File: config.mk
export PLATFORM = sky130hd
export DESIGN_NAME = integer_to_radix_digits_core_flat
export DESIGN_NICKNAME = d
export VERILOG_FILES = /design/src/rtl/itrd_pkg.sv /design/src/rtl/itrd_if.sv /design/src/rtl/itrd_div.sv /design/src/rtl/integer_to_radix_digits_core.sv /design/src/flat_wrapper.sv
export SDC_FILE = /design/constraint.sdc
export NUM_CORES = 1
export LEC_CHECK = 0
export BUFFER_PORTS_ARGS = -buffer_cell sky130_fd_sc_hd__buf_2
export CORE_UTILIZATION = 40
export CTS_CLUSTER_DIAMETER = 200
export DETAILED_ROUTE_END_ITERATION = 16
export SLEW_MARGIN = 20
export SYNTH_ARGS = -nofsm -noshare
export SYNTH_HDL_FRONTEND = slang
export SYNTH_HIERARCHICAL = 1
export SYNTH_SLANG_ARGS = --single-unit
File: constraint.sdc
create_clock -name clk -period 28.4 [get_ports clk]
set_input_delay 2.84 -clock clk [delete_from_list [all_inputs] [get_ports clk]]
set_output_delay 2.84 -clock clk [all_outputs]
set_load 0.005 [all_outputs]
File: src/rtl/itrd_pkg.sv
`timescale 1ns / 1ps
// ---------------------------------------------------------------------------
// itrd_pkg
// Shared constants, types and the alphabet lookup for the radix converter.
// ---------------------------------------------------------------------------
package itrd_pkg;

	localparam int MAX_RADIX_DEF   = 16;
	localparam int VALUE_BITS_DEF  = 32;
	localparam int STACK_DEPTH_DEF = 32;

	localparam int RADIX_W       = 5;
	localparam int DIGIT_W       = 4;
	localparam int CHAR_W        = 8;
	localparam int ALPHA_SIZE    = 16;
	localparam int DIV_STEP_BITS = 8;

	localparam int CFG_IDX_W  = 2;
	localparam int CFG_DATA_W = 64;

	localparam logic [CFG_IDX_W-1:0] REG_BASE_SIZE = 2'd0;
	localparam logic [CFG_IDX_W-1:0] REG_CHARS_LOW  = 2'd1;
	localparam logic [CFG_IDX_W-1:0] REG_CHARS_HIGH = 2'd2;

	localparam logic [RADIX_W-1:0]    BASE_SIZE_RST  = 5'd10;
	localparam logic [CFG_DATA_W-1:0] CHARS_LOW_RST  = 64'h3736_3534_3332_3130;
	localparam logic [CFG_DATA_W-1:0] CHARS_HIGH_RST = 64'h6665_6463_6261_3938;
	localparam logic [RADIX_W-1:0]    RADIX_MIN      = 5'd2;

	localparam logic [CHAR_W-1:0] CHAR_PLUS  = 8'h2B;
	localparam logic [CHAR_W-1:0] CHAR_MINUS = 8'h2D;

	typedef struct packed {
		logic               start;
		logic [RADIX_W-1:0] radix;
	} div_ctrl_t;

	typedef struct packed {
		logic               done;
		logic [DIGIT_W-1:0] digit;
	} div_stat_t;

	// Character k of the sixteen-entry alphabet held in two 64-bit words.
	function automatic logic [CHAR_W-1:0] alphabet_char(
		input logic [CFG_DATA_W-1:0] lo,
		input logic [CFG_DATA_W-1:0] hi,
		input logic [DIGIT_W-1:0]    k
	);
		logic [CFG_DATA_W-1:0] word;
		word = k[3] ? hi : lo;
		return word[{k[2:0], 3'b000} +: CHAR_W];
	endfunction

endpackage

File: src/rtl/itrd_if.sv
`timescale 1ns / 1ps
// ---------------------------------------------------------------------------
// itrd_if
// Valid/ready channels for the integer input and the character output.
// ---------------------------------------------------------------------------
interface itrd_in_if #(
	parameter int VALUE_BITS = itrd_pkg::VALUE_BITS_DEF
);
	logic                  valid;
	logic                  ready;
	logic [VALUE_BITS-1:0] value;

	modport source (output valid, output value, input ready);
	modport sink   (input valid, input value, output ready);
endinterface

interface itrd_out_if;
	logic                        valid;
	logic                        ready;
	logic [itrd_pkg::CHAR_W-1:0] character;
	logic                        last;

	modport source (output valid, output character, output last, input ready);
	modport sink   (input valid, input character, input last, output ready);
endinterface

File: src/rtl/itrd_div.sv
`timescale 1ns / 1ps
// ---------------------------------------------------------------------------
// itrd_div
// Iterative divider by a small radix, eight quotient bits per cycle.
// ---------------------------------------------------------------------------
module itrd_div #(
	parameter int VALUE_BITS = itrd_pkg::VALUE_BITS_DEF
) (
	input  logic                  clk,
	input  logic                  arst_n,
	input  itrd_pkg::div_ctrl_t   ctrl,
	input  logic [VALUE_BITS-1:0] dividend,
	output itrd_pkg::div_stat_t   stat,
	output logic [VALUE_BITS-1:0] quotient
);

	localparam int STEP   = itrd_pkg::DIV_STEP_BITS;
	localparam int CHUNKS = (VALUE_BITS + STEP - 1) / STEP;
	localparam int PAD    = CHUNKS * STEP;
	localparam int CNT_W  = $clog2(CHUNKS + 1);

	logic [PAD-1:0]                   work_q;
	logic [itrd_pkg::DIGIT_W-1:0]     part_q;
	logic [itrd_pkg::RADIX_W-1:0]     radix_q;
	logic [CNT_W-1:0]                 cnt_q;
	logic                             done_q;
	logic [STEP-1:0]                  qbits;
	logic [itrd_pkg::DIGIT_W-1:0]     part_nx;

	// Restoring division over the top byte of the working register.
	always_comb begin
		logic [itrd_pkg::RADIX_W-1:0] r;
		logic [itrd_pkg::DIGIT_W-1:0] p;
		p = part_q;
		qbits = '0;
		for (int i = 0; i < STEP; i++) begin
			r = {p, work_q[PAD-1-i]};
			if (r >= radix_q) begin
				qbits[STEP-1-i] = 1'b1;
				r = r - radix_q;
			end
			p = r[itrd_pkg::DIGIT_W-1:0];
		end
		part_nx = p;
	end

	always_ff @(posedge clk or negedge arst_n) begin
		if (!arst_n) begin
			cnt_q   <= '0;
			done_q  <= 1'b0;
			work_q  <= '0;
			part_q  <= '0;
			radix_q <= '0;
		end else if (ctrl.start) begin
			cnt_q   <= CNT_W'(CHUNKS);
			done_q  <= 1'b0;
			work_q  <= PAD'(dividend);
			part_q  <= '0;
			radix_q <= ctrl.radix;
		end else if (cnt_q != '0) begin
			cnt_q  <= cnt_q - CNT_W'(1);
			done_q <= (cnt_q == CNT_W'(1));
			work_q <= (work_q << STEP) | PAD'(qbits);
			part_q <= part_nx;
		end else begin
			done_q <= 1'b0;
		end
	end

	assign stat.done  = done_q;
	assign stat.digit = part_q;
	assign quotient   = work_q[VALUE_BITS-1:0];

endmodule

File: src/rtl/integer_to_radix_digits_core.sv
`timescale 1ns / 1ps
// ---------------------------------------------------------------------------
// integer_to_radix_digits_core
// Converts signed integers into digit characters of a configurable radix.
// ---------------------------------------------------------------------------
//
//  Channel  Direction  Payload              Item
//  values   in         value [VALUE_BITS]   one signed integer
//  chars    out        character [8], last  one character, sign or digit
//  cfg_*    in         index [2], data [64] one register write, no read-back
//
// Operation: the shared divider yields eight quotient bits a cycle, one digit per
// division, then characters leave one per cycle while the output is not stalled.
// Reset: arst_n clears the sequencer and restores the default radix and alphabet.
// Stalls: a stalled output holds its item and halts emission; the input is ready
// again once at most the final character waits in the output register.
// ---------------------------------------------------------------------------
module integer_to_radix_digits_core #(
	parameter int MAX_RADIX   = itrd_pkg::MAX_RADIX_DEF,
	parameter int VALUE_BITS  = itrd_pkg::VALUE_BITS_DEF,
	parameter int STACK_DEPTH = itrd_pkg::STACK_DEPTH_DEF
) (
	input  logic                           clk,
	input  logic                           arst_n,
	input  logic                           cfg_we,
	input  logic [itrd_pkg::CFG_IDX_W-1:0]  cfg_index,
	input  logic [itrd_pkg::CFG_DATA_W-1:0] cfg_data,
	itrd_in_if.sink                        values,
	itrd_out_if.source                     chars
);

	localparam int AW = $clog2(STACK_DEPTH);
	localparam int CW = $clog2(STACK_DEPTH + 1);
	localparam logic [itrd_pkg::RADIX_W-1:0] RADIX_MAX = itrd_pkg::RADIX_W'(MAX_RADIX);

	typedef enum logic [1:0] {
		ST_IDLE,
		ST_DIVIDE,
		ST_EMIT
	} state_t;

	// Configuration registers.
	logic [itrd_pkg::RADIX_W-1:0]    base_q;
	logic [itrd_pkg::CFG_DATA_W-1:0] low_q;
	logic [itrd_pkg::CFG_DATA_W-1:0] high_q;

	// Sequencer state.
	state_t                          state_q;
	logic                            neg_q;
	logic [CW-1:0]                   count_q;
	logic [CW-1:0]                   idx_q;
	logic                            sgn_q;

	// Read stage behind the digit stack, then the output register.
	logic                            rdv_q;
	logic                            rds_q;
	logic                            rdl_q;
	logic [itrd_pkg::DIGIT_W-1:0]    rd_q;
	logic                            ov_q;
	logic [itrd_pkg::CHAR_W-1:0]     oc_q;
	logic                            ol_q;

	logic [itrd_pkg::DIGIT_W-1:0]    stack_mem [STACK_DEPTH];

	logic [itrd_pkg::RADIX_W-1:0]    radix_sat;
	logic                            alpha_bad;
	logic                            in_neg;
	logic [VALUE_BITS-1:0]           in_mag;
	logic                            start_ok;
	logic                            move_b;
	logic                            issue;
	logic                            wr_en;
	logic [AW-1:0]                   rd_addr;
	itrd_pkg::div_ctrl_t             div_ctrl;
	itrd_pkg::div_stat_t             div_stat;
	logic [VALUE_BITS-1:0]           div_dividend;
	logic [VALUE_BITS-1:0]           div_quot;

	always_ff @(posedge clk or negedge arst_n) begin
		if (!arst_n) begin
			base_q <= itrd_pkg::BASE_SIZE_RST;
			low_q  <= itrd_pkg::CHARS_LOW_RST;
			high_q <= itrd_pkg::CHARS_HIGH_RST;
		end else if (cfg_we) begin
			case (cfg_index)
				itrd_pkg::REG_BASE_SIZE:  base_q <= cfg_data[itrd_pkg::RADIX_W-1:0];
				itrd_pkg::REG_CHARS_LOW:  low_q  <= cfg_data;
				itrd_pkg::REG_CHARS_HIGH: high_q <= cfg_data;
				default: ;
			endcase
		end
	end

	// The radix saturates at the largest supported value. A number is only
	// converted when the radix is at least two and none of the alphabet
	// characters in use is a plus or minus sign.
	always_comb begin
		logic [itrd_pkg::CHAR_W-1:0] c;
		radix_sat = (base_q > RADIX_MAX) ? RADIX_MAX : base_q;
		alpha_bad = 1'b0;
		for (int k = 0; k < itrd_pkg::ALPHA_SIZE; k++) begin
			c = itrd_pkg::alphabet_char(low_q, high_q, itrd_pkg::DIGIT_W'(k));
			if ((itrd_pkg::RADIX_W'(k) < radix_sat) &&
			    ((c == itrd_pkg::CHAR_PLUS) || (c == itrd_pkg::CHAR_MINUS))) begin
				alpha_bad = 1'b1;
			end
		end
	end

	// The magnitude fits the value width unsigned, the most negative value
	// included, so a plain two's complement negation suffices.
	assign in_neg   = values.value[VALUE_BITS-1];
	assign in_mag   = in_neg ? (~values.value + VALUE_BITS'(1)) : values.value;
	assign start_ok = values.valid && values.ready &&
	                  (radix_sat >= itrd_pkg::RADIX_MIN) && !alpha_bad;

	// The divider is restarted on its own quotient until that reaches zero.
	assign div_dividend   = (state_q == ST_IDLE) ? in_mag : div_quot;
	assign div_ctrl.radix = radix_sat;
	assign div_ctrl.start = start_ok ||
	                        ((state_q == ST_DIVIDE) && div_stat.done && (div_quot != '0));

	itrd_div #(
		.VALUE_BITS (VALUE_BITS)
	) u_div (
		.clk      (clk),
		.arst_n   (arst_n),
		.ctrl     (div_ctrl),
		.dividend (div_dividend),
		.stat     (div_stat),
		.quotient (div_quot)
	);

	// Digits beyond the stack depth are computed but dropped, so only the
	// least significant ones are kept.
	assign wr_en = (state_q == ST_DIVIDE) && div_stat.done && (count_q < CW'(STACK_DEPTH));

	// Emission walks the stack from the top, the sign going first when the
	// number is negative. The read stage refills whenever it hands its item on.
	assign move_b  = rdv_q && (!ov_q || chars.ready);
	assign issue   = (state_q == ST_EMIT) && (sgn_q || (idx_q != '0)) && (!rdv_q || move_b);
	assign rd_addr = AW'(idx_q - CW'(1));

	always_ff @(posedge clk) begin
		if (wr_en) begin
			stack_mem[count_q[AW-1:0]] <= div_stat.digit;
		end
	end

	always_ff @(posedge clk) begin
		if (issue && !sgn_q) begin
			rd_q <= stack_mem[rd_addr];
		end
	end

	always_ff @(posedge clk or negedge arst_n) begin
		if (!arst_n) begin
			state_q <= ST_IDLE;
			neg_q   <= 1'b0;
			count_q <= '0;
			idx_q   <= '0;
			sgn_q   <= 1'b0;
			rdv_q   <= 1'b0;
			rds_q   <= 1'b0;
			rdl_q   <= 1'b0;
			ov_q    <= 1'b0;
			oc_q    <= '0;
			ol_q    <= 1'b0;
		end else begin
			if (move_b) begin
				ov_q  <= 1'b1;
				oc_q  <= rds_q ? itrd_pkg::CHAR_MINUS
				               : itrd_pkg::alphabet_char(low_q, high_q, rd_q);
				ol_q  <= rdl_q;
			end else if (chars.ready) begin
				ov_q <= 1'b0;
			end
			if (issue) begin
				rdv_q <= 1'b1;
				rds_q <= sgn_q;
				rdl_q <= !sgn_q && (idx_q == CW'(1));
				if (sgn_q) begin
					sgn_q <= 1'b0;
				end else begin
					idx_q <= idx_q - CW'(1);
				end
			end else if (move_b) begin
				rdv_q <= 1'b0;
			end

			case (state_q)
				ST_IDLE: begin
					if (start_ok) begin
						neg_q   <= in_neg;
						count_q <= '0;
						state_q <= ST_DIVIDE;
					end
				end
				ST_DIVIDE: begin
					if (div_stat.done) begin
						if (wr_en) begin
							count_q <= count_q + CW'(1);
						end
						if (div_quot == '0) begin
							idx_q   <= wr_en ? (count_q + CW'(1)) : count_q;
							sgn_q   <= neg_q;
							state_q <= ST_EMIT;
						end
					end
				end
				ST_EMIT: begin
					if ((idx_q == '0) && !sgn_q && (!rdv_q || move_b)) begin
						state_q <= ST_IDLE;
					end
				end
				default: begin
					state_q <= ST_IDLE;
				end
			endcase
		end
	end

	assign values.ready    = (state_q == ST_IDLE);
	assign chars.valid     = ov_q;
	assign chars.character = oc_q;
	assign chars.last      = ol_q;

endmodule

File: src/flat_wrapper.sv
// flat-port wrapper written by rule: the top's interface ports become plain ports
module integer_to_radix_digits_core_flat 
#(
	parameter int MAX_RADIX   = itrd_pkg::MAX_RADIX_DEF,
	parameter int VALUE_BITS  = itrd_pkg::VALUE_BITS_DEF,
	parameter int STACK_DEPTH = itrd_pkg::STACK_DEPTH_DEF
)
  (clk, arst_n, cfg_we, cfg_index, cfg_data, values_valid, values_value, values_ready, chars_valid, chars_character, chars_last, chars_ready);
  itrd_in_if #(.VALUE_BITS(VALUE_BITS)) values_i ();
  itrd_out_if chars_i ();
  input  logic clk;
  input  logic arst_n;
  input  logic cfg_we;
  input  logic [itrd_pkg::CFG_IDX_W-1:0] cfg_index;
  input  logic [itrd_pkg::CFG_DATA_W-1:0] cfg_data;
  input wire logic [$bits(values_i.valid)-1:0] values_valid;
  input wire logic [$bits(values_i.value)-1:0] values_value;
  output wire logic [$bits(values_i.ready)-1:0] values_ready;
  output wire logic [$bits(chars_i.valid)-1:0] chars_valid;
  output wire logic [$bits(chars_i.character)-1:0] chars_character;
  output wire logic [$bits(chars_i.last)-1:0] chars_last;
  input wire logic [$bits(chars_i.ready)-1:0] chars_ready;
  assign values_i.valid = values_valid;
  assign values_i.value = values_value;
  assign values_ready = values_i.ready;
  assign chars_valid = chars_i.valid;
  assign chars_character = chars_i.character;
  assign chars_last = chars_i.last;
  assign chars_i.ready = chars_ready;
  integer_to_radix_digits_core #(.MAX_RADIX(MAX_RADIX), .VALUE_BITS(VALUE_BITS), .STACK_DEPTH(STACK_DEPTH)) u_core (.clk(clk), .arst_n(arst_n), .cfg_we(cfg_we), .cfg_index(cfg_index), .cfg_data(cfg_data), .values(values_i), .chars(chars_i));
endmodule
**Word-level counts from Yosys, hierarchy flattened**

Memories as Yosys holds them, arrays and structs flattened. A register that Yosys moved wholly into a read port is not among the register bits.
Cells that the tools add are included.

- Shifts and indexed selects: 1
- Reductions and logical operators: 71
- Add/sub/neg operators: 12
- Equality and inequality tests: 43
- Mux-type cells: 69
- Bitwise logic cells: 2
- $lt $le $gt $ge: 27

Operator list:

| kind | number |
|---|---|
| $eq A8 B6 Y1 const B | 32 |
| $mux W32 | 4 |
| $mux W64 | 1 |
| $shiftx A64 B7 Y8 | 1 |
| $mux W6 | 8 |
| $ge A5 B5 Y1 | 8 |
| $lt A4 B5 Y1 const A | 8 |
| $mux W4 | 10 |
| $mux W1 | 36 |
| $add A32 B1 Y32 const B | 1 |
| $logic_not A32 Y1 | 1 |
| $not A32 Y32 | 1 |
| $or A32 B8 Y32 | 1 |
| $reduce_bool A32 Y1 | 1 |
| $sub A4 B4 Y4 | 8 |
| $logic_and A1 B1 Y1 | 29 |
| $logic_or A1 B1 Y1 | 20 |
| $lt A3 B5 Y1 const A | 4 |
| $pmux W6 S2 | 1 |
| $lt A1 B5 Y1 const A | 2 |
| $lt A2 B5 Y1 const A | 2 |
| $reduce_and A2 Y1 | 5 |
| $mux W2 | 4 |
| $mux W8 | 1 |
| 23 further kinds | 36 |

- RAM bits: 128
- Input port bits: 103
- Memories: 1
- Word-level logic and storage cells: 245
- Flip-flop bits (word level): 207

Memory list:

| memory | words | bits a word | rd ports | clocked after Yosys merged registers in | wr ports | line | text |
|---|---|---|---|---|---|---|---|
| u_core.stack_mem | 32 | 4 | 1 | 1 | 1 | integer_to_radix_digits_core.sv:63 | `logic [itrd_pkg::DIGIT_W-1:0] stack_mem [STACK_DEPTH];` |

**Logic depth before layout (Yosys ltp)**

Gate-level depths: netlist (run 1).

- Word-level depth: 25
- Mapped depth: 50
- Gate-level depth less buffers: 50

**Cells and area by module**

The synthesis (run 1) kept the hierarchy.

By module, submodules not included:

| module | area an instance (sq um) | cells an instance | times used | seq. area each (sq um) |
|---|---|---|---|---|
| integer_to_radix_digits_core | 14,279.9 | 963 | 1 | 8,090.3 |
| itrd_div | 3,793.6 | 426 | 1 | 1,126.1 |

**Least setup slack after synthesis (run 1)**

Ideal clock, no wire load.

- Path type: flip-flop to flip-flop
- Start: register u_core/u_div/radix_q[1] (netlist bit)
- End: register u_core/u_div/part_q[0] (netlist bit)
- Data arrival time: 9.704 ns
- Period minus slack after synthesis: 9.840 ns
- Cell stages (with the launch flop): 41
- Buffers on the path: 0
- Library setup time: 0.135 ns
- Setup slack: 18.560 ns
- Cells stage by stage: dfrtp_1 -> inv_1 -> ha_1 -> a31oi_1 -> o21ai_2 -> mux2_4 -> ha_1 -> a21oi_1 -> o21ai_1 -> and4b_1 -> nor4_2 -> inv_1 -> ha_1 -> a31oi_1 -> o21ai_2 -> mux2i_1 -> ha_1 -> a31oi_1 -> (+5 left out) -> mux2_4 -> a211oi_4 -> ha_1 -> nor2b_1 -> o31a_1 -> o22ai_4 -> mux2i_1 -> ha_1 -> a21o_1 -> a31oi_1 -> o21ai_1 -> mux2_2 -> ha_1 -> a21o_1 -> a31oi_1 -> nor2_1 -> a211oi_1 -> nor3_1

- Word-level cells in the longest chain between the ends: 18

RTL lines:

| item | line | text |
|---|---|---|
| start, declared | itrd_div.sv:24 | `logic [itrd_pkg::RADIX_W-1:0] radix_q;` |
| start signal, assigned | itrd_div.sv:59 | `radix_q <= ctrl.radix;` |
| $sub A4 B4 Y4 or $ge A5 B5 Y1 (tied branches) | itrd_div.sv:40, itrd_div.sv:38 |  |
| $mux W4 | itrd_div.sv:38 | `if (r >= radix_q) begin` |
| $sub A4 B4 Y4 or $ge A5 B5 Y1 (tied branches) | itrd_div.sv:40, itrd_div.sv:38 |  |
| $mux W4 | itrd_div.sv:38 |  |
| $sub A4 B4 Y4 or $ge A5 B5 Y1 (tied branches) | itrd_div.sv:40, itrd_div.sv:38 |  |
| $mux W4 | itrd_div.sv:38 |  |
| $ge A5 B5 Y1 or $sub A4 B4 Y4 (tied branches) | itrd_div.sv:38, itrd_div.sv:40 |  |
| $mux W4 | itrd_div.sv:38 |  |
| (+2 left out) | -- |  |
| $sub A4 B4 Y4 or $ge A5 B5 Y1 (tied branches) | itrd_div.sv:40, itrd_div.sv:38 |  |
| $mux W4 | itrd_div.sv:38 |  |
| $sub A4 B4 Y4 or $ge A5 B5 Y1 (tied branches) | itrd_div.sv:40, itrd_div.sv:38 |  |
| $mux W4 | itrd_div.sv:38 |  |
| $ge A5 B5 Y1 (*) | itrd_div.sv:38 |  |
| $mux W4 (*) | itrd_div.sv:38 |  |
| $mux W4 (*) | itrd_div.sv:60 | `end else if (cnt_q != '0) begin` |
| $mux W4 (*) | itrd_div.sv:54 | `end else if (ctrl.start) begin` |
| end signal, assigned | itrd_div.sv:64 | `part_q <= part_nx;` |
| end, declared | itrd_div.sv:23 | `logic [itrd_pkg::DIGIT_W-1:0] part_q;` |

Every way passes the cells marked *; elsewhere a longest branch is shown, timed or not. The select of a mux whose other input is x is not followed.
A chain may end at the register's enable or synchronous reset.

**Final worst setup path (run 1)**

- Start: register u_core/u_div/part_q[1] (netlist bit)
- End: register u_core/u_div/part_q[1] (netlist bit)

- Word-level cells in the longest chain between the ends: 18

RTL lines:

| item | line |
|---|---|
| $sub A4 B4 Y4 or $ge A5 B5 Y1 (tied branches) | itrd_div.sv:40, itrd_div.sv:38 |
| $mux W4 (*) | itrd_div.sv:38 |
| $sub A4 B4 Y4 or $ge A5 B5 Y1 (tied branches) | itrd_div.sv:40, itrd_div.sv:38 |
| $mux W4 (*) | itrd_div.sv:38 |
| $ge A5 B5 Y1 or $sub A4 B4 Y4 (tied branches) | itrd_div.sv:38, itrd_div.sv:40 |
| $mux W4 (*) | itrd_div.sv:38 |
| $sub A4 B4 Y4 or $ge A5 B5 Y1 (tied branches) | itrd_div.sv:40, itrd_div.sv:38 |
| $mux W4 (*) | itrd_div.sv:38 |
| (+2 left out) | -- |
| $sub A4 B4 Y4 or $ge A5 B5 Y1 (tied branches) | itrd_div.sv:40, itrd_div.sv:38 |
| $mux W4 (*) | itrd_div.sv:38 |
| $ge A5 B5 Y1 or $sub A4 B4 Y4 (tied branches) | itrd_div.sv:38, itrd_div.sv:40 |
| $mux W4 (*) | itrd_div.sv:38 |
| $sub A4 B4 Y4 or $ge A5 B5 Y1 (tied branches) | itrd_div.sv:40, itrd_div.sv:38 |
| $mux W4 (*) | itrd_div.sv:38 |
| $mux W4 (*) | itrd_div.sv:60 |
| $mux W4 (*) | itrd_div.sv:54 |

Marks and branches as above.

==> reports/metrics.csv, run 1 <==
metric,value,unit
Rows,77,
"Area growth, synth to finish",13.8,%
"Avg Cell Area, Syn",13.0,um^2
H-tree depth,2,
RSZ-0062 raised after global routing,false,
"EDFF count, synth",132,
#FFs+latches synth,339,
post-synthesis sequential area ratio,51.0,%
worst reg2reg path endpoint,u_core/u_div/part_q[1]$_DFFE_PN0P_,
synthesized area,0.0181,mm^2
Tot GR Track Use,19.0,%
die height,215,um
crit end category,register,
Port Buffer Count,113,
I/O pins,114,
hold buffers post-CTS,0,
DR DRC count,0,
Yosys top cell area share,21.9,%
filler cell count,3994,
most numerous cell on the critical path,ha_1,
worst-path fanout max,35,
Reg2Reg Depth,45,
Sink Count,339,
share of cells above drive strength 1,32.7,%
"Hold Vio Cnt, Final",0,
status,completed,
# diodes,0,
critical path class,register to register,
crit share post-route,40.3,%
post-synth top area cell,edfxtp_1,
setup repair bufs after CTS,0,
Crit. Startpoint,u_core/u_div/part_q[1]$_DFFE_PN0P_,
"commonest non-fill, non-tap cells in the layout","mux2_2, dfrtp_1, edfxtp_1, buf_2, nor2_1",
Hold Crit Depth,2,
worst hold path startpoint,u_core/chars.character[3]$_DFFE_PN0P_,
Initial Utilization,40.7,%
Synth area leaders,"edfxtp_1, dfrtp_1, mux2_2, dfstp_2, mux4_2",
FMAX,87.3,MHz
TritonCTS buffer count,38,
"Req. time, crit path",28.77,ns
FF-to-FF Start,u_core/u_div/part_q[1]$_DFFE_PN0P_,
via count,11700,
Max stage delay on crit path,1.01,ns
clock insertion delay at the later pin of the skew report,0.55,ns
Max Buffers Root-to-Sink,3,
Hold Path Class,register to register,
"Gates resized, CTS repair",0,
register area,0.00922,mm^2
Period minus WS final,11.45,ns
Root Driver,clkbuf_16,
slew of the pin with the lowest slew margin,1.10,ns
initial DRC count,807,
max_slew headroom,26.4,%
total congestion overflow,0,
Synth Instances,1389,
Worst EP arrival,11.82,ns
max-slew violations,0,
Final Skew,0.0319,ns
Vias/cell,5.54,
first drt pass iteration count,5,
core area,0.0444,mm^2
"commonest non-fill, non-tap cell in the layout",mux2_2,
Post-DP HPWL,30800,um
fin nets,1649,
final setup TNS,0,ns
vias in the first global route,11900,
Yosys cell types,81,
area of the multi-input gates,0.00846,mm^2
startpoint types,register,
Final setup viols,0,
# Max-Cap Violations,0,
first-pass GRT wire length,68900,um
CTS tree,yes,
Post-Syn Nets,1550,
global placement routability congestion,0.824,
largest net degree at the start of global routing,84,
Yosys warning count,6,
post-route antenna net violation count,0,
Min-Delay Endpoint,u_core/chars.character[3]$_DFFE_PN0P_,
Die W,215,um
Slowest cell on crit path,dfrtp_1,
Post-synth top flop,dfrtp_1,
antenna violations before repair,1,
Detailed Route WL,43700,um
register-to-register setup slack,16.95,ns
async set-or-reset flop fraction in the synthesized netlist,61.1,%
die area,0.0460,mm^2
Worst-path clk slew,0.06,ns
DR WL/cell,20.7,um
-- flip-flops by register name (all words and copies together) (netlist names), 2 cells and up --
signal / count
u_core/base_q: 5
u_core/chars.character: 8
u_core/count_q: 6
u_core/high_q: 64
u_core/idx_q: 6
u_core/low_q: 64
u_core/rd_q: 4
u_core/stack_mem: 128
u_core/state_q: 2
u_core/u_div/cnt_q: 3
u_core/u_div/part_q: 4
u_core/u_div/quotient: 32
u_core/u_div/radix_q: 5
-- how the worst max path moves through the flow --
stage	depth (start not counted)	slack, ns	endpoint
4_1_cts	42	17.00	u_core/u_div/part_q[1]$_DFFE_PN0P_
3_3_place_gp	40	17.40	u_core/u_div/part_q[1]$_DFFE_PN0P_
2_1_floorplan	40	18.56	u_core/u_div/part_q[0]$_DFFE_PN0P_
3_5_place_dp	42	17.02	u_core/u_div/part_q[1]$_DFFE_PN0P_
5_1_grt	45	15.86	u_core/u_div/part_q[1]$_DFFE_PN0P_
6_report	45	16.95	u_core/u_div/part_q[1]$_DFFE_PN0P_
-- metrics by stage --
step / hold slack [ns] / util [%] / setup slack, ns / cells / instance area, um^2
2_1_floorplan: 0.444 / - / 18.56 / 1389 / 18100
3_3_place_gp: 0.466 / 43.3 / 17.40 / 2040 / 19200
3_5_place_dp: 0.466 / 43.3 / 17.02 / 2040 / 19200
4_1_cts: 0.480 / 46.3 / 17.00 / 2110 / 20500
5_1_grt: 0.506 / 46.3 / 15.86 / 2110 / 20600
6_report: 0.476 / 46.3 / 16.95 / 2110 / 20600
-- worst max-delay path: cells and delay by family (launching register included) --
| family | cells | cell delay [ns] |
|---|---|---|
| multiplexers | 3 | 1.17 |
| AND/OR/NAND/NOR | 7 | 1.26 |
| flip-flops | 1 | 1.01 |
| AO/OA/AOI/OAI | 25 | 5.03 |
| buffers and inverters | 2 | 0.18 |
| adder cells (fa/ha/maj) | 8 | 2.58 |
-- layout make-up --
type                    instances  share of cell area (%)
multi-input cells             946                    41.1
clock inverters                16                    1.34
well taps                     592                    3.60
clock buffers                  54                    5.11
flip-flops and latches        339                    44.8
repair buffers                127                    3.32
inverters                      36                   0.657
-- layer usage --
| layer | up-vias | wire length (um) | GRT usage [%] |
|---|---|---|---|
| met4 | 2 | 795 | 4.29 |
| met2 | 285 | 20100 | 29.8 |
| met1 | 5935 | 20400 | 27.5 |
| met3 | 56 | 2360 | 3.48 |
| li1 | 5411 | - | - |
| met5 | - | 16 | 0 |
-- logic make-up after synthesis --
family	count (synthesis)	synth area share, %
compound gates	221	7.91
mux	261	21.4
buf+inv	104	2.37
flops	339	51.0
fa+ha+maj	58	4.35
simple gates	334	9.48
xor+xnor	72	3.49
-- synth_stat cells, types with 4 or more instances --
cell type and number:
o21ai_0 67, nand2b_1 14, xnor2_1 36, nand3b_1 10, o21ai_1 5, nand3_1 5, mux4_2 65, nand4b_1 10
dfrtp_1 149, clkbuf_1 49, inv_1 35, a21o_1 14, fa_1 8, ha_1 50, or3_1 9, nor3_1 15
nand4_1 5, nor4_1 21, a21oi_1 69, dfstp_2 58, a31oi_1 9, nor2_1 112, nor2b_1 11, xor2_1 36
mux2i_1 30, edfxtp_1 132, o31ai_1 8, nand2_1 86, o21a_1 7, a22o_1 4, buf_1 5, mux4_1 15
a211oi_1 5, nor4b_1 4, o41ai_1 4, mux2_2 148, buf_2 9
Power of run 1 is left out: the tool's default activity adds up to more than one toggle a clock period on the data nets, which glitch-free logic cannot reach.
==> run 2, diff against run 1 <==
==> constraint.sdc (replaced) <==
create_clock -name clk -period 9.5 [get_ports clk]
set_input_delay 0.95 -clock clk [delete_from_list [all_inputs] [get_ports clk]]
set_output_delay 0.95 -clock clk [all_outputs]
set_load 0.005 [all_outputs]
==> run 2 against run 1 <==
Via count up 1.8%. Critical path depth is 1 lower. First-iteration DRC count is 2.9% higher. Wire length rose by 3.3%. Non-clock buffer count up 42. Global-route usage increased by 0.30 points. Final cell count is 2.0% higher. Critical endpoint is now u_core/u_div/part_q[3]$_DFFE_PN0P_. Largest cell class unchanged.
==> reports/metrics.csv, run 2 (synthesis gave the netlist of run 1 again) <==
metric,value,unit
first drt pass iteration count,5,
clock insertion delay at the later pin of the skew report,0.53,ns
Hold Slack,0.461,ns
Initial Utilization,40.7,%
Max stage delay on crit path,0.40,ns
crit end category,register,
"commonest non-fill, non-tap cell in the layout",mux2_2,
Max Buffers Root-to-Sink,3,
status,completed,
post-route antenna net violation count,0,
"Area growth, synth to finish",17.6,%
hold buffers post-CTS,0,
Port Buffer Count,113,
DR WL/cell,21.0,um
filler cell count,3857,
Slowest cell on crit path,mux2_2,
Tot GR Track Use,19.3,%
die area,0.0460,mm^2
register-to-register setup slack,0.22,ns
crit share post-route,97.6,%
fin nets,1692,
critical path class,register to register,
worst reg2reg path endpoint,u_core/u_div/part_q[3]$_DFFE_PN0P_,
die height,215,um
antenna violations before repair,2,
Detailed Route WL,45100,um
"Hold Vio Cnt, Final",0,
Period minus WS final,9.28,ns
first-pass GRT wire length,69700,um
TritonCTS buffer count,38,
Final setup viols,0,
via count,11900,
# Max-Cap Violations,0,
total congestion overflow,0,
Rows,77,
Vias/cell,5.52,
max_slew headroom,28.8,%
max-slew violations,0,
largest net degree at the start of global routing,84,
"Req. time, crit path",9.96,ns
Final Skew,0.0165,ns
share of cells above drive strength 1,37.6,%
"commonest non-fill, non-tap cells in the layout","mux2_2, dfrtp_1, edfxtp_1, buf_2, nor2_1",
Hold Path Class,primary input to asynchronous set/reset pin,
H-tree depth,2,
number of flip-flops under the largest register name,128,
Reg2Reg Depth,44,
Worst EP arrival,9.73,ns
Root Driver,clkbuf_16,
Die W,215,um
initial DRC count,830,
DR DRC count,0,
core area,0.0444,mm^2
most numerous cell on the critical path,ha_4,
Post-DP HPWL,31300,um
startpoint types,register,
Sink Count,339,
FF-to-FF Start,u_core/u_div/quotient[31]$_DFFE_PN0P_,
worst-path fanout max,8,
CTS tree,yes,
Worst-path clk slew,0.06,ns
I/O pins,114,
global placement routability congestion,0.861,
FMAX,108,MHz
vias in the first global route,12000,
slew of the pin with the lowest slew margin,1.07,ns
## run 2: worst max-delay path: cells and delay by family, from the launching register on
kind                     cells  cell delay [ns]
buffers and inverters        4             0.41
multiplexers                 5             1.67
flip-flops                   1             0.37
AO/OA/AOI/OAI               21             3.81
adder cells (fa/ha/maj)      8             2.35
AND/OR/NAND/NOR              6             0.61
## run 2: routing by layer
layer / track usage, % / share of wire [%] / vias up
li1: - / - / 5505
met1: 27.2 / 45 / 5992
met2: 30.0 / 46 / 329
met3: 4.77 / 6.5 / 67
met4: 4.88 / 1.8 / 2
met5: 0 / 0.027 / -
## run 2: how the worst max path moves through the flow
stage / from / end / slack (ns) / cells after the start
after floorplan: u_core/u_div/radix_q[1]$_DFFE_PN0P_ / u_core/u_div/part_q[0]$_DFFE_PN0P_ / 0.04 / 40
after global placement: u_core/u_div/part_q[1]$_DFFE_PN0P_ / u_core/u_div/part_q[1]$_DFFE_PN0P_ / 0.02 / 42
after detailed placement: u_core/u_div/quotient[31]$_DFFE_PN0P_ / u_core/u_div/part_q[1]$_DFFE_PN0P_ / -0.25 / 42
after CTS: u_core/u_div/quotient[31]$_DFFE_PN0P_ / u_core/u_div/part_q[1]$_DFFE_PN0P_ / 0.05 / 41
after global routing: u_core/u_div/quotient[31]$_DFFE_PN0P_ / u_core/u_div/part_q[3]$_DFFE_PN0P_ / -0.17 / 46
final: u_core/u_div/quotient[31]$_DFFE_PN0P_ / u_core/u_div/part_q[3]$_DFFE_PN0P_ / 0.22 / 44
## run 2: cell type report
| class | count | area (um^2) | share of cell area, % |
|---|---|---|---|
| sequential | 339 | 9220 | 43.4 |
| clock inverter | 15 | 110 | 0.518 |
| multi-input combinational | 947 | 8980 | 42.2 |
| timing repair buffer | 169 | 1010 | 4.73 |
| tap | 592 | 741 | 3.48 |
| inverter | 36 | 135 | 0.636 |
| clock buffer | 54 | 1060 | 5.00 |
| antenna | 1 | 2.50 | 0.0118 |
## run 2: timing repair
item | in CTS | in global routing
resized for setup | 8 | 73
setup endpoints to repair | 5 | 5
buffers inserted | 6 | 16
gates cloned | 1 | 0
pin swaps | 6 | 38
## run 2: stage by stage
stage / utilization (%) / instance area, um^2 / std cells / TNS [ns] / worst slack [ns]
floorplan: - / 18100 / 1389 / 0 / 0.0404
global placement: 43.7 / 19400 / 2060 / 0 / 0.0184
detailed placement: 43.7 / 19400 / 2060 / -1.05 / -0.253
CTS: 46.5 / 20700 / 2136 / 0 / 0.0453
global route: 47.9 / 21300 / 2153 / -0.731 / -0.167
finish: 47.9 / 21300 / 2153 / 0 / 0.224
Power of run 2 is left out for the same reason.
==> run 3, diff against run 2 <==
--- a/config.mk
+++ b/config.mk
@@ -9,6 +9,7 @@
 export CORE_UTILIZATION = 40
 export CTS_CLUSTER_DIAMETER = 200
 export DETAILED_ROUTE_END_ITERATION = 16
+export MAX_ROUTING_LAYER = met4
 export SLEW_MARGIN = 20
 export SYNTH_ARGS = -nofsm -noshare
 export SYNTH_HDL_FRONTEND = slang
==> run 3 against run 2 <==
Flip-flop and latch count is the same. Die area is the same. Fmax is essentially flat. Setup slack gained 0.0027 ns. Highest routed layer is now met4. Non-clock buffer count is the same. Clock skew shrank 0.0013 ns. Core utilization is essentially flat. Cell area is essentially flat. Final cell count is essentially flat.
==> reports/metrics.csv, run 3 (synthesis gave the netlist of run 1 again) <==
metric,value,unit
antenna violations before repair,2,
die area,0.0460,mm^2
Port Buffer Count,113,
CTS tree,yes,
Setup WS pre-CTS,-0.253,ns
hold buffers post-CTS,0,
critical path class,register to register,
max-slew violations,0,
via count,11900,
max_slew headroom,28.3,%
most numerous cell on the critical path,ha_4,
slew of the pin with the lowest slew margin,1.07,ns
Slowest cell on crit path,dfrtp_1,
status,completed,
Post-DP HPWL,31300,um
Rows,77,
global placement routability congestion,0.875,
"Hold Vio Cnt, Final",0,
"commonest non-fill, non-tap cells in the layout","mux2_2, dfrtp_1, edfxtp_1, buf_2, nor2_1",
"Area growth, synth to finish",17.6,%
I/O pins,114,
Hold Slack,0.458,ns
FF-to-FF Start,u_core/u_div/quotient[31]$_DFFE_PN0P_,
initial DRC count,722,
Crit. Startpoint,u_core/u_div/quotient[31]$_DFFE_PN0P_,
worst-path fanout max,8,
"Core Util, Final",47.9,%
Initial Utilization,40.7,%
core area,0.0444,mm^2
FMAX,108,MHz
startpoint types,register,
# Max-Cap Violations,0,
Detailed Route WL,45300,um
Sink Count,339,
Die W,215,um
Tot GR Track Use,19.9,%
die height,215,um
Setup WS post-layout,0.227,ns
CP top delay family,compound AO/OA/AOI/OAI gates,
crit share post-route,97.6,%
DR WL/cell,21.0,um
TritonCTS buffer count,38,
Hold Path Class,primary input to asynchronous set/reset pin,
Max stage delay on crit path,0.40,ns
clock insertion delay at the later pin of the skew report,0.53,ns
"commonest non-fill, non-tap cell in the layout",mux2_2,
post-route antenna net violation count,0,
Worst-path clk slew,0.06,ns
total congestion overflow,0,
largest net degree at the start of global routing,84,
DR DRC count,0,
first-pass GRT wire length,69600,um
share of cells above drive strength 1,37.6,%
Worst EP arrival,9.73,ns
vias in the first global route,12100,
Max Buffers Root-to-Sink,3,
Vias/cell,5.54,
"Req. time, crit path",9.96,ns
Period minus WS final,9.27,ns
Final Skew,0.0151,ns
number of flip-flops under the largest register name,128,
H-tree depth,2,
Buf/Inv on CP,5,
first drt pass iteration count,5,
crit end category,register,
Final setup viols,0,
Root Driver,clkbuf_16,
fin nets,1692,
==> run 3: final cells by class <==
class	count	area [um^2]
antenna	2	5.00
clock buffer	54	1060
clock inverter	15	110
fill	3856	23200
inverter	36	135
multi-input combinational	947	8980
sequential	339	9220
tap	592	741
timing repair buffer	169	1010
==> run 3: worst paths after layout <==
| path | slack, ns | to | cells after the start |
|---|---|---|---|
| max in group asynchronous | 7.76 | u_core/high_q[34]$_DFFE_PN0P_ | 2 |
| max reg2reg | 0.23 | u_core/u_div/part_q[3]$_DFFE_PN0P_ | 46 |
| min in group clk | 0.49 | u_core/chars.character[0]$_DFFE_PN0P_ | 2 |
| min | 0.46 | u_core/low_q[16]$_DFFE_PN0P_ | 1 |
| min reg2reg | 0.49 | u_core/chars.character[0]$_DFFE_PN0P_ | 2 |
| max | 0.23 | u_core/u_div/part_q[3]$_DFFE_PN0P_ | 46 |
==> run 3: metal layers <==
| metal | up-vias | global-route usage [%] | share of wire (%) |
|---|---|---|---|
| met5 | - | - | 0 |
| met3 | 62 | 4.89 | 6.7 |
| met2 | 343 | 30.0 | 46 |
| met1 | 6023 | 27.0 | 45 |
| met4 | 0 | 4.88 | 1.7 |
| li1 | 5508 | - | - |
==> run 3: what timing repair did <==
action                                  CTS  global route
endpoints found under the setup margin    5             5
gates resized for setup                   8            73
cloned                                    1             0
pin swaps                                 6            38
setup buffers                             6            16
endpoints found under the hold margin     0             0
==> run 3: stage by stage <==
| stage | cell area, um^2 | std cells | TNS [ns] |
|---|---|---|---|
| 2_1_floorplan | 18100 | 1389 | 0 |
| 3_3_place_gp | 19400 | 2060 | 0 |
| 3_5_place_dp | 19400 | 2060 | -1.05 |
| 4_1_cts | 20700 | 2136 | 0 |
| 5_1_grt | 21300 | 2154 | -0.731 |
| 6_report | 21300 | 2154 | 0 |
Power of run 3 is left out for the same reason.
